==> src/sv/uoa_pkg.sv <==
// Shared types and constants for the ultrasonic obstacle avoider.
// No dependencies.
package uoa_pkg;

    localparam int SENSOR_COUNT = 4;
    localparam int DIST_W       = 7;
    localparam int TICK_W       = 15;

    // configuration register indexes
    localparam logic [2:0] CFG_CLEARANCE     = 3'd0;
    localparam logic [2:0] CFG_MIN_DISTANCE  = 3'd1;
    localparam logic [2:0] CFG_MAX_DISTANCE  = 3'd2;
    localparam logic [2:0] CFG_ECHO_TIMEOUT  = 3'd3;
    localparam logic [2:0] CFG_SETTLE_TICKS  = 3'd4;
    localparam logic [2:0] CFG_READING_GAP   = 3'd5;
    localparam logic [2:0] CFG_TRIGGER_WIDTH = 3'd6;

    typedef struct packed {
        logic [6:0]  clearance;
        logic [6:0]  min_distance;
        logic [6:0]  max_distance;
        logic [14:0] echo_timeout;
        logic [9:0]  settle_ticks;
        logic [12:0] reading_gap;
        logic [5:0]  trigger_width;
    } t_cfg;

    typedef logic [SENSOR_COUNT-1:0][DIST_W-1:0] t_dist_arr;

    // per-tick status from the sequencer
    typedef struct packed {
        logic      trigger;
        logic      round_done;
        t_dist_arr dist_cm;
    } t_seq_out;

    typedef enum logic [1:0] {
        MOTOR_FORWARD = 2'd0,
        MOTOR_LEFT    = 2'd1,
        MOTOR_RIGHT   = 2'd2
    } t_motor;

    typedef enum logic [2:0] {
        SIT_SURROUNDED  = 3'd0,
        SIT_FRONT_LEFT  = 3'd1,
        SIT_FRONT_RIGHT = 3'd2,
        SIT_LEFT        = 3'd3,
        SIT_RIGHT       = 3'd4,
        SIT_FRONT       = 3'd5,
        SIT_BACK        = 3'd6,
        SIT_CLEAR       = 3'd7
    } t_situation;

endpackage

==> src/sv/uoa_cfg_regs.sv <==
// Configuration register file of the obstacle avoider.
// Depends on uoa_pkg.
module uoa_cfg_regs (
    input  logic          i_clk,
    input  logic          i_rst_n,
    input  logic          i_cfg_wr_en,
    input  logic [2:0]    i_cfg_index,
    input  logic [14:0]   i_cfg_data,
    output uoa_pkg::t_cfg o_cfg
);

    uoa_pkg::t_cfg r_cfg;

    always_ff @(posedge i_clk) begin
        if (!i_rst_n) begin
            r_cfg.clearance     <= 7'd30;
            r_cfg.min_distance  <= 7'd2;
            r_cfg.max_distance  <= 7'd100;
            r_cfg.echo_timeout  <= 15'd30000;
            r_cfg.settle_ticks  <= 10'd200;
            r_cfg.reading_gap   <= 13'd5000;
            r_cfg.trigger_width <= 6'd10;
        end else if (i_cfg_wr_en) begin
            case (i_cfg_index)
                uoa_pkg::CFG_CLEARANCE:     r_cfg.clearance     <= i_cfg_data[6:0];
                uoa_pkg::CFG_MIN_DISTANCE:  r_cfg.min_distance  <= i_cfg_data[6:0];
                uoa_pkg::CFG_MAX_DISTANCE:  r_cfg.max_distance  <= i_cfg_data[6:0];
                uoa_pkg::CFG_ECHO_TIMEOUT:  r_cfg.echo_timeout  <= i_cfg_data;
                uoa_pkg::CFG_SETTLE_TICKS:  r_cfg.settle_ticks  <= i_cfg_data[9:0];
                uoa_pkg::CFG_READING_GAP:   r_cfg.reading_gap   <= i_cfg_data[12:0];
                uoa_pkg::CFG_TRIGGER_WIDTH: r_cfg.trigger_width <= i_cfg_data[5:0];
                default: ;  // unused index, write dropped
            endcase
        end
    end

    assign o_cfg = r_cfg;

endmodule

==> src/sv/uoa_seq.sv <==
// Ranging sequencer: trigger timing, echo wait and width, cm conversion,
// per-sensor averaging and the distance store. Depends on uoa_pkg.
module uoa_seq #(
    parameter int READINGS_PER_SENSOR = 3
) (
    input  logic              i_clk,
    input  logic              i_rst_n,
    input  logic              i_step,
    input  logic [3:0]        i_echo_levels,
    input  uoa_pkg::t_cfg     i_cfg,
    output uoa_pkg::t_seq_out o_status
);

    localparam int IDX_W     = $clog2(READINGS_PER_SENSOR + 1);
    localparam int SUM_W     = $clog2(READINGS_PER_SENSOR * 127 + 1);
    localparam int DIV_SHIFT = SUM_W + 4;
    localparam int RECIP_W   = DIV_SHIFT + 1;
    localparam int PROD_W    = SUM_W + RECIP_W;
    localparam logic [RECIP_W-1:0] RECIP =
        RECIP_W'(((1 << DIV_SHIFT) + READINGS_PER_SENSOR - 1) / READINGS_PER_SENSOR);
    localparam logic [IDX_W-1:0] LAST_IDX = IDX_W'(READINGS_PER_SENSOR);
    localparam logic [15:0] PRE_TICKS = 16'd2;

    typedef enum logic [5:0] {
        PH_PRE     = 6'b000001,
        PH_HIGH    = 6'b000010,
        PH_SETTLE  = 6'b000100,
        PH_WAIT    = 6'b001000,
        PH_MEASURE = 6'b010000,
        PH_GAP     = 6'b100000
    } t_phase;

    t_phase                r_phase, n_phase;
    logic [14:0]           r_cnt, n_cnt;
    logic [1:0]            r_sensor, n_sensor;
    logic [IDX_W-1:0]      r_idx, n_idx;
    logic [SUM_W-1:0]      r_sum, n_sum;
    uoa_pkg::t_dist_arr    r_store, n_store;
    // running width in cm: cm = floor(17*w/1000), rem = 17*w mod 1000
    logic [9:0]            r_cm, n_cm;
    logic [9:0]            r_rem, n_rem;

    logic [15:0]           cnt_inc;
    logic [9:0]            rem_add;
    logic [9:0]            cm_step, rem_step;
    logic                  echo;
    logic                  trig;
    logic                  round_done;
    logic                  do_finish;
    logic                  do_end;
    logic [9:0]            raw_cm;
    logic                  map_cm;
    logic [6:0]            fin_cm;
    logic [PROD_W-1:0]     avg_prod;

    assign cnt_inc = {1'b0, r_cnt} + 16'd1;
    assign rem_add = r_rem + 10'd17;
    assign echo    = i_echo_levels[r_sensor];

    always_comb begin
        if (rem_add >= 10'd1000) begin
            rem_step = rem_add - 10'd1000;
            cm_step  = r_cm + 10'd1;
        end else begin
            rem_step = rem_add;
            cm_step  = r_cm;
        end
    end

    always_comb begin
        n_phase    = r_phase;
        n_cnt      = r_cnt;
        n_sensor   = r_sensor;
        n_idx      = r_idx;
        n_sum      = r_sum;
        n_store    = r_store;
        n_cm       = r_cm;
        n_rem      = r_rem;
        trig       = 1'b0;
        round_done = 1'b0;
        do_finish  = 1'b0;
        do_end     = 1'b0;
        raw_cm     = 10'd0;
        map_cm     = 1'b0;
        fin_cm     = 7'd0;
        avg_prod   = '0;

        case (r_phase)
            PH_PRE: begin
                n_cnt = cnt_inc[14:0];
                if (cnt_inc >= PRE_TICKS) begin
                    n_phase = PH_HIGH;
                    n_cnt   = 15'd0;
                end
            end
            PH_HIGH: begin
                trig  = 1'b1;
                n_cnt = cnt_inc[14:0];
                if (cnt_inc >= {10'd0, i_cfg.trigger_width}) begin
                    n_cnt   = 15'd0;
                    n_phase = (i_cfg.settle_ticks == 10'd0) ? PH_WAIT : PH_SETTLE;
                end
            end
            PH_SETTLE: begin
                n_cnt = cnt_inc[14:0];
                if (cnt_inc >= {6'd0, i_cfg.settle_ticks}) begin
                    n_cnt   = 15'd0;
                    n_phase = PH_WAIT;
                end
            end
            PH_WAIT: begin
                if (echo) begin
                    // first high tick is width 1
                    n_cnt = 15'd1;
                    n_cm  = 10'd0;
                    n_rem = 10'd17;
                    if (i_cfg.echo_timeout <= 15'd1) begin
                        do_finish = 1'b1;
                        map_cm    = 1'b1;
                        raw_cm    = 10'd0;
                    end else begin
                        n_phase = PH_MEASURE;
                    end
                end else begin
                    n_cnt = cnt_inc[14:0];
                    if (cnt_inc >= {1'b0, i_cfg.echo_timeout}) begin
                        do_finish = 1'b1;  // no echo: reading is max distance
                    end
                end
            end
            PH_MEASURE: begin
                if (echo) begin
                    n_cnt = cnt_inc[14:0];
                    n_cm  = cm_step;
                    n_rem = rem_step;
                    if (cnt_inc >= {1'b0, i_cfg.echo_timeout}) begin
                        do_finish = 1'b1;
                        map_cm    = 1'b1;
                        raw_cm    = cm_step;
                    end
                end else begin
                    do_finish = 1'b1;
                    map_cm    = 1'b1;
                    raw_cm    = r_cm;
                end
            end
            PH_GAP: begin
                n_cnt = cnt_inc[14:0];
                if (cnt_inc >= {3'd0, i_cfg.reading_gap}) begin
                    do_end = 1'b1;
                end
            end
            default: begin
                n_phase = PH_PRE;
                n_cnt   = 15'd0;
            end
        endcase

        if (do_finish) begin
            if (map_cm && (raw_cm >= {3'd0, i_cfg.min_distance})
                       && (raw_cm <= {3'd0, i_cfg.max_distance})) begin
                fin_cm = raw_cm[6:0];
            end else begin
                fin_cm = i_cfg.max_distance;
            end
            n_sum = r_sum + SUM_W'(fin_cm);
            n_cnt = 15'd0;
            if (i_cfg.reading_gap == 13'd0) begin
                do_end = 1'b1;
            end else begin
                n_phase = PH_GAP;
            end
        end

        if (do_end) begin
            n_idx = r_idx + IDX_W'(1);
            if (n_idx >= LAST_IDX) begin
                // truncated average by reciprocal multiply
                avg_prod          = PROD_W'(n_sum) * PROD_W'(RECIP);
                n_store[r_sensor] = avg_prod[DIV_SHIFT +: 7];
                n_sum             = '0;
                n_idx             = '0;
                n_sensor          = r_sensor + 2'd1;
                round_done        = (r_sensor == 2'd3);
            end
            n_phase = PH_PRE;
            n_cnt   = 15'd0;
        end
    end

    always_ff @(posedge i_clk) begin
        if (!i_rst_n) begin
            r_phase  <= PH_PRE;
            r_cnt    <= 15'd0;
            r_sensor <= 2'd0;
            r_idx    <= '0;
            r_sum    <= '0;
            r_store  <= '0;
        end else if (i_step) begin
            r_phase  <= n_phase;
            r_cnt    <= n_cnt;
            r_sensor <= n_sensor;
            r_idx    <= n_idx;
            r_sum    <= n_sum;
            r_store  <= n_store;
        end
    end

    always_ff @(posedge i_clk) begin
        if (i_step) begin
            r_cm  <= n_cm;
            r_rem <= n_rem;
        end
    end

    assign o_status.trigger    = trig;
    assign o_status.round_done = round_done;
    assign o_status.dist_cm    = n_store;

endmodule

==> src/sv/uoa_decide.sv <==
// Prioritized drive decision from the four stored distances.
// Depends on uoa_pkg.
module uoa_decide (
    input  logic                i_valid,
    input  uoa_pkg::t_dist_arr  i_dist,
    input  logic [6:0]          i_clearance,
    output uoa_pkg::t_motor     o_motor,
    output uoa_pkg::t_situation o_situation
);

    logic f, l, r, b;

    assign f = i_dist[0] < i_clearance;
    assign l = i_dist[1] < i_clearance;
    assign r = i_dist[2] < i_clearance;
    assign b = i_dist[3] < i_clearance;

    always_comb begin
        o_motor     = uoa_pkg::MOTOR_FORWARD;
        o_situation = uoa_pkg::SIT_SURROUNDED;
        if (i_valid) begin
            if (f && l && r && b) begin
                o_motor     = uoa_pkg::MOTOR_RIGHT;
                o_situation = uoa_pkg::SIT_SURROUNDED;
            end else if (f && l) begin
                o_motor     = uoa_pkg::MOTOR_RIGHT;
                o_situation = uoa_pkg::SIT_FRONT_LEFT;
            end else if (f && r) begin
                o_motor     = uoa_pkg::MOTOR_LEFT;
                o_situation = uoa_pkg::SIT_FRONT_RIGHT;
            end else if (l) begin
                o_motor     = uoa_pkg::MOTOR_RIGHT;
                o_situation = uoa_pkg::SIT_LEFT;
            end else if (r) begin
                o_motor     = uoa_pkg::MOTOR_LEFT;
                o_situation = uoa_pkg::SIT_RIGHT;
            end else if (f) begin
                o_motor     = uoa_pkg::MOTOR_RIGHT;
                o_situation = uoa_pkg::SIT_FRONT;
            end else if (b) begin
                o_motor     = uoa_pkg::MOTOR_FORWARD;
                o_situation = uoa_pkg::SIT_BACK;
            end else begin
                o_motor     = uoa_pkg::MOTOR_FORWARD;
                o_situation = uoa_pkg::SIT_CLEAR;
            end
        end
    end

endmodule

==> src/sv/ultrasonic_obstacle_avoider.sv <==
// Ultrasonic obstacle avoider, top level.
// Input stream: one beat per microsecond tick, tdata[3:0] = echo levels
// (bit0 front, bit1 left, bit2 right, bit3 back).
// Output stream: one beat per input beat, carrying the trigger level for
// that tick, the four averaged distances and, on the beat that closes a
// round of all four sensors, tlast with the motor command and situation.
// Configuration: plain write port, index 0..6, taken on any edge out of reset
// with the write enable high; index 7 is ignored.
// Path from input beat to output beat: input register, then result register.
// Throughput: one beat per cycle while the receiver does not stall; the tick
// update is a single pass of logic between the two registers.
// Reset clears the sequencer to the pre-trigger phase on the front sensor,
// zeroes the distance store and loads the register defaults.
// When the receiver stalls, the result register holds and the input
// register fills; tready drops only once both are occupied.
// Depends on uoa_pkg, uoa_cfg_regs, uoa_seq, uoa_decide.
module ultrasonic_obstacle_avoider #(
    parameter int READINGS_PER_SENSOR = 3
) (
    input  logic        i_clk,
    input  logic        i_rst_n,
    input  logic        i_s_axis_tvalid,
    output logic        o_s_axis_tready,
    input  logic [7:0]  i_s_axis_tdata,   // [3:0] echo_levels, [7:4] zero
    output logic        o_m_axis_tvalid,
    input  logic        i_m_axis_tready,
    // [0] trigger_level, [2:1] motor_command, [5:3] situation, [12:6] front_cm,
    // [19:13] left_cm, [26:20] right_cm, [33:27] back_cm, [39:34] zero
    output logic [39:0] o_m_axis_tdata,
    output logic        o_m_axis_tlast,   // decision_valid
    input  logic        i_cfg_wr_en,
    input  logic [2:0]  i_cfg_index,
    input  logic [14:0] i_cfg_data
);

    uoa_pkg::t_cfg       cfg;
    uoa_pkg::t_seq_out   status;
    uoa_pkg::t_motor     motor;
    uoa_pkg::t_situation situation;

    logic                r_in_valid;
    logic [3:0]          r_in_echo;
    logic                r_out_valid;
    logic                r_out_trig;
    logic                r_out_last;
    uoa_pkg::t_motor     r_out_motor;
    uoa_pkg::t_situation r_out_sit;
    uoa_pkg::t_dist_arr  r_out_dist;
    logic                step;

    assign step            = r_in_valid && (!r_out_valid || i_m_axis_tready);
    assign o_s_axis_tready = !r_in_valid || step;

    uoa_cfg_regs u_cfg (
        .i_clk       (i_clk),
        .i_rst_n     (i_rst_n),
        .i_cfg_wr_en (i_cfg_wr_en),
        .i_cfg_index (i_cfg_index),
        .i_cfg_data  (i_cfg_data),
        .o_cfg       (cfg)
    );

    uoa_seq #(
        .READINGS_PER_SENSOR (READINGS_PER_SENSOR)
    ) u_seq (
        .i_clk         (i_clk),
        .i_rst_n       (i_rst_n),
        .i_step        (step),
        .i_echo_levels (r_in_echo),
        .i_cfg         (cfg),
        .o_status      (status)
    );

    uoa_decide u_decide (
        .i_valid     (status.round_done),
        .i_dist      (status.dist_cm),
        .i_clearance (cfg.clearance),
        .o_motor     (motor),
        .o_situation (situation)
    );

    always_ff @(posedge i_clk) begin
        if (!i_rst_n) begin
            r_in_valid <= 1'b0;
        end else if (o_s_axis_tready) begin
            r_in_valid <= i_s_axis_tvalid;
        end
    end

    always_ff @(posedge i_clk) begin
        if (o_s_axis_tready && i_s_axis_tvalid) begin
            r_in_echo <= i_s_axis_tdata[3:0];
        end
    end

    always_ff @(posedge i_clk) begin
        if (!i_rst_n) begin
            r_out_valid <= 1'b0;
        end else if (step) begin
            r_out_valid <= 1'b1;
        end else if (i_m_axis_tready) begin
            r_out_valid <= 1'b0;
        end
    end

    always_ff @(posedge i_clk) begin
        if (step) begin
            r_out_trig  <= status.trigger;
            r_out_last  <= status.round_done;
            r_out_motor <= motor;
            r_out_sit   <= situation;
            r_out_dist  <= status.dist_cm;
        end
    end

    assign o_m_axis_tvalid = r_out_valid;
    assign o_m_axis_tlast  = r_out_last;
    assign o_m_axis_tdata  = {6'd0, r_out_dist[3], r_out_dist[2], r_out_dist[1],
                              r_out_dist[0], r_out_sit, r_out_motor, r_out_trig};

endmodule

==> config.mk <==
export PLATFORM = sky130hd
export DESIGN_NAME = ultrasonic_obstacle_avoider
export DESIGN_NICKNAME = d
export VERILOG_FILES = /design/src/sv/uoa_pkg.sv /design/src/sv/uoa_cfg_regs.sv /design/src/sv/uoa_seq.sv /design/src/sv/uoa_decide.sv /design/src/sv/ultrasonic_obstacle_avoider.sv
export SDC_FILE = /design/constraint.sdc
export NUM_CORES = 1
export LEC_CHECK = 0
export BUFFER_PORTS_ARGS = -buffer_cell sky130_fd_sc_hd__buf_4
export CORE_ASPECT_RATIO = 1.1
export CORE_UTILIZATION = 45
export DETAILED_ROUTE_END_ITERATION = 7
export PLACE_DENSITY_LB_ADDON = 0.1
export SYNTH_ARGS = -nofsm -noshare
export SYNTH_HDL_FRONTEND = slang
export SYNTH_SLANG_ARGS = --single-unit
==> constraint.sdc <==
create_clock -name i_clk -period 14.7 [get_ports i_clk]
set_input_delay 2.205 -clock i_clk [delete_from_list [all_inputs] [get_ports i_clk]]
set_output_delay 2.205 -clock i_clk [all_outputs]
set_load 0.02 [all_outputs]
==> metrics.yaml <==
outcome: "complete, no violations"
path_max_fanout: 9
syn_area_per_cell_um2: 8.713
synth_flop_cell: "dfxtp_1"
finalSetupViolations: 0
cp-startpoint: "u_seq.r_cnt[3]"
fin_skew_ps: 12.56
htreeDepth: 4
fin_nets: 1720
power_switching_uw: 274.5
synth.area.top_cells: "dfxtp_1 20%, ha_1 14%, edfxtp_1 14%, nand2_1 5.5%, a21oi_1 4.1%"
grt_busiest_layer: "met2"
hold_start: "u_seq.r_store[9]"
met1_usage_pct: 32.54
timing.rr.start: "u_seq.r_cnt[3]"
cts_buffers: 17
antenna_cells: 0
fin_area_um2: 14310
max_slew.worst_pin.slew_ps: 1188
vias_per_cell: 5.505
worstPathArrival_ps: 13880
ys_ff_latch: 188
hold_depth: 2
slowest_stage: "fa_1"
reg2reg_slack_ps: 1000
initial_core_util_pct: 45.81
cts_setup_buffers: 0
seq_area_frac_synth_pct: 34.20
port_buffers: 63
holdCritPathClass: "flip-flop to flip-flop"
grt_pass1_vias: 9870
avgRoutedWirePerCell_um: 17.38
fmax_ghz: 0.07297
synthArstFlopShare_pct: 0
synth_cell_type_count: 82
core_um2: 27790
synth_area_um2: 12730
die_area_um2: 28970
synth_edf_count: 59
slew_viol_final: 0
power_density_nw_per_um2: 76.69
cts_buffer_depth: 2
pwr-share-seq_pct: 50.4
yosys.area.top_type: "dfxtp_1"
maxCapViolCount: 0
r2r_cells: 61
p_sw_share_pct: 25.02
clk_pin_slew_ps: 70
first_iter_violations: 853
cts_sinks: 188
ioPinCount: 74
startpoint_type: "flip-flop"
postRouteAntennaNets: 0
grt.met2_usage_pct: 38.78
layout_min_cycle_time_ps: 13700
drive_gt1_share_pct: 12.25
clock_power_share_pct: 41.5
grt_overflow: 0
required_ps: 14880
place_congestion: 0.8674
fin_ws_ps: 996.2
layout.cells.non_filler: 1898
die_w_um: 162.4
rows: 64
combPwrFrac_pct: 8.1
dp_slack_ps: 703.8
cts_root_buf: "clkbuf_16"
relSlewSlack_pct: 20.18
syn2layout_area_growth_pct: 12.41
wl_mm: 32.99
timing.rr.end: "r_out_sit[1]"
dr.pass1.iters: 5
grt_pass1_wl_mm: 52.76
drc: 0
path_class: "flip-flop to flip-flop"
critical-path-max-stage-delay_ps: 590
critPathMostFrequentCell: "ha_1"
hpwl_mm: 24.75
synth_warnings: 0
grt_max_degree: 62
dp_cells: 1866
cts_resized: 0
worst_setup_path_end_kind: "flip-flop"
hold_end: "u_seq.r_store[9]"
placed_area_um2: 13710
ctsHoldBuffers: 0
leakage_uw: 0.006332
netlist.area_leader.share_pct: 20.29
peakVddDrop_mv: 0.06074
power.total_uw: 1097
timing.hold.ws_ps: 457.8
grt_usage_pct: 23.50
antenna_found_initial: 0
hold_violations: 0
syn-instance-count: 1461
fin_crit_sh_pct: 93.22
via_count: 10450
worstSkewPairLatency_ps: 450
cts_tree: "done"
p_int_uw: 822.8
fp.dieH_um: 178.4
grtUsageMet3_pct: 3.046
worst max-delay path by stage:
| stage | end | slack, ps | depth (start not counted) |
|---|---|---|---|
| detailed placement | r_out_sit[1] | 700 | 61 |
| finish | r_out_sit[1] | 1000 | 61 |
| global route | r_out_sit[1] | -20 | 61 |
| floorplan | r_out_sit[1] | 1760 | 60 |
| global placement | r_out_sit[1] | 830 | 61 |
| CTS | r_out_sit[1] | 630 | 61 |
per-layer routing:
metal / routed length, um / vias to the layer above
li1: - / 5208
met1: 15950 / 5005
met2: 15230 / 208
met3: 1465 / 28
met4: 350 / 0
met5: 0 / -
cell usage after synthesis (8+ instances only):
cell type  count
a21o_1        20
a21oi_1      104
a22oi_1       10
a31oi_1        9
and3_1        12
buf_2         15
buf_4          8
clkbuf_1      44
dfxtp_1      129
edfxtp_1      59
fa_1          24
ha_1         143
inv_1        137
mux2_2        14
mux2i_1       24
nand2_1      185
nand2b_1      18
nand3_1       39
nand4_1       16
nor2_1       111
nor2b_1       22
nor3_1        21
nor4_1        15
o211ai_1      28
o21a_1        10
o21ai_0       75
xnor2_1       30
xor2_1        23
cell type report:
class                      count  area, um2
fill                        2646      13480
tap                          363      454.2
timing repair buffer         106      808.3
clock buffer                  24      511.7
inverter                     138      518.0
multi-input combinational   1071       7601
clock inverter                 8      57.56
sequential                   188       4359
placed cells by master (no fill, tap or decap), types with 22 or more instances in the layout:
cell and count:
nand2_1 185, a21oi_1 104, fa_1 24, inv_1 135, dfxtp_1 125, nand3_1 39
mux2i_1 24, xnor2_1 28, nor2_1 111, buf_4 105, edfxtp_1 59, o21ai_0 74
nor2b_1 22, ha_1 143, o211ai_1 28, xor2_1 23
registers in the layout, indices dropped and copies added, names as in the netlist, 2 cells and up:
name / count
r_out_sit: 3
u_cfg.o_cfg: 65
u_seq.r_sensor: 2
u_seq.r_cm: 10
u_seq.r_rem: 10
u_seq.r_idx: 2
u_seq.r_store: 28
r_in_echo: 4
u_seq.r_phase: 6
u_seq.r_sum: 9
u_seq.r_cnt: 15
o_m_axis_tdata: 28
r_out_motor: 2
worst max-delay path: cells and delay by family, from the launching register on:
kind	cells	cell delay, ps
fa+ha+maj	9	3550
mux	1	450
xor+xnor	4	950
simple gates	19	2610
flops	1	430
compound gates	21	4600
buf+inv	7	840
cell families after synthesis:
group | after synthesis | share of synthesized area, %
AND/OR/NAND/NOR | 479 | 17.88
XOR/XNOR | 55 | 3.902
other | 1 | 0.02946
buffers and inverters | 207 | 6.487
AO/OA/AOI/OAI | 324 | 16.28
adder cells (fa/ha/maj) | 167 | 17.83
flip-flops | 188 | 34.20
multiplexers | 40 | 3.391
metrics by stage:
step	TNS, ps	utilization, %
after floorplan	0	-
after global placement	0	49.32
after detailed placement	0	49.32
after CTS	0	51.37
after global routing	-18.77	51.50
final	0	51.50
power by group through the flow:
| stage | logic, uW | clock network (uW) | registers [uW] |
|---|---|---|---|
| final | 88.4 | 456 | 553 |
| after global routing | 97.4 | 484 | 554 |
| after CTS | 88.7 | 463 | 553 |
| after detailed placement | 88.4 | 0 | 565 |
| after global placement | 87.0 | 0 | 565 |
| after floorplan | 50.2 | 0 | 569 |
Power figures use the tool's default switching activity.
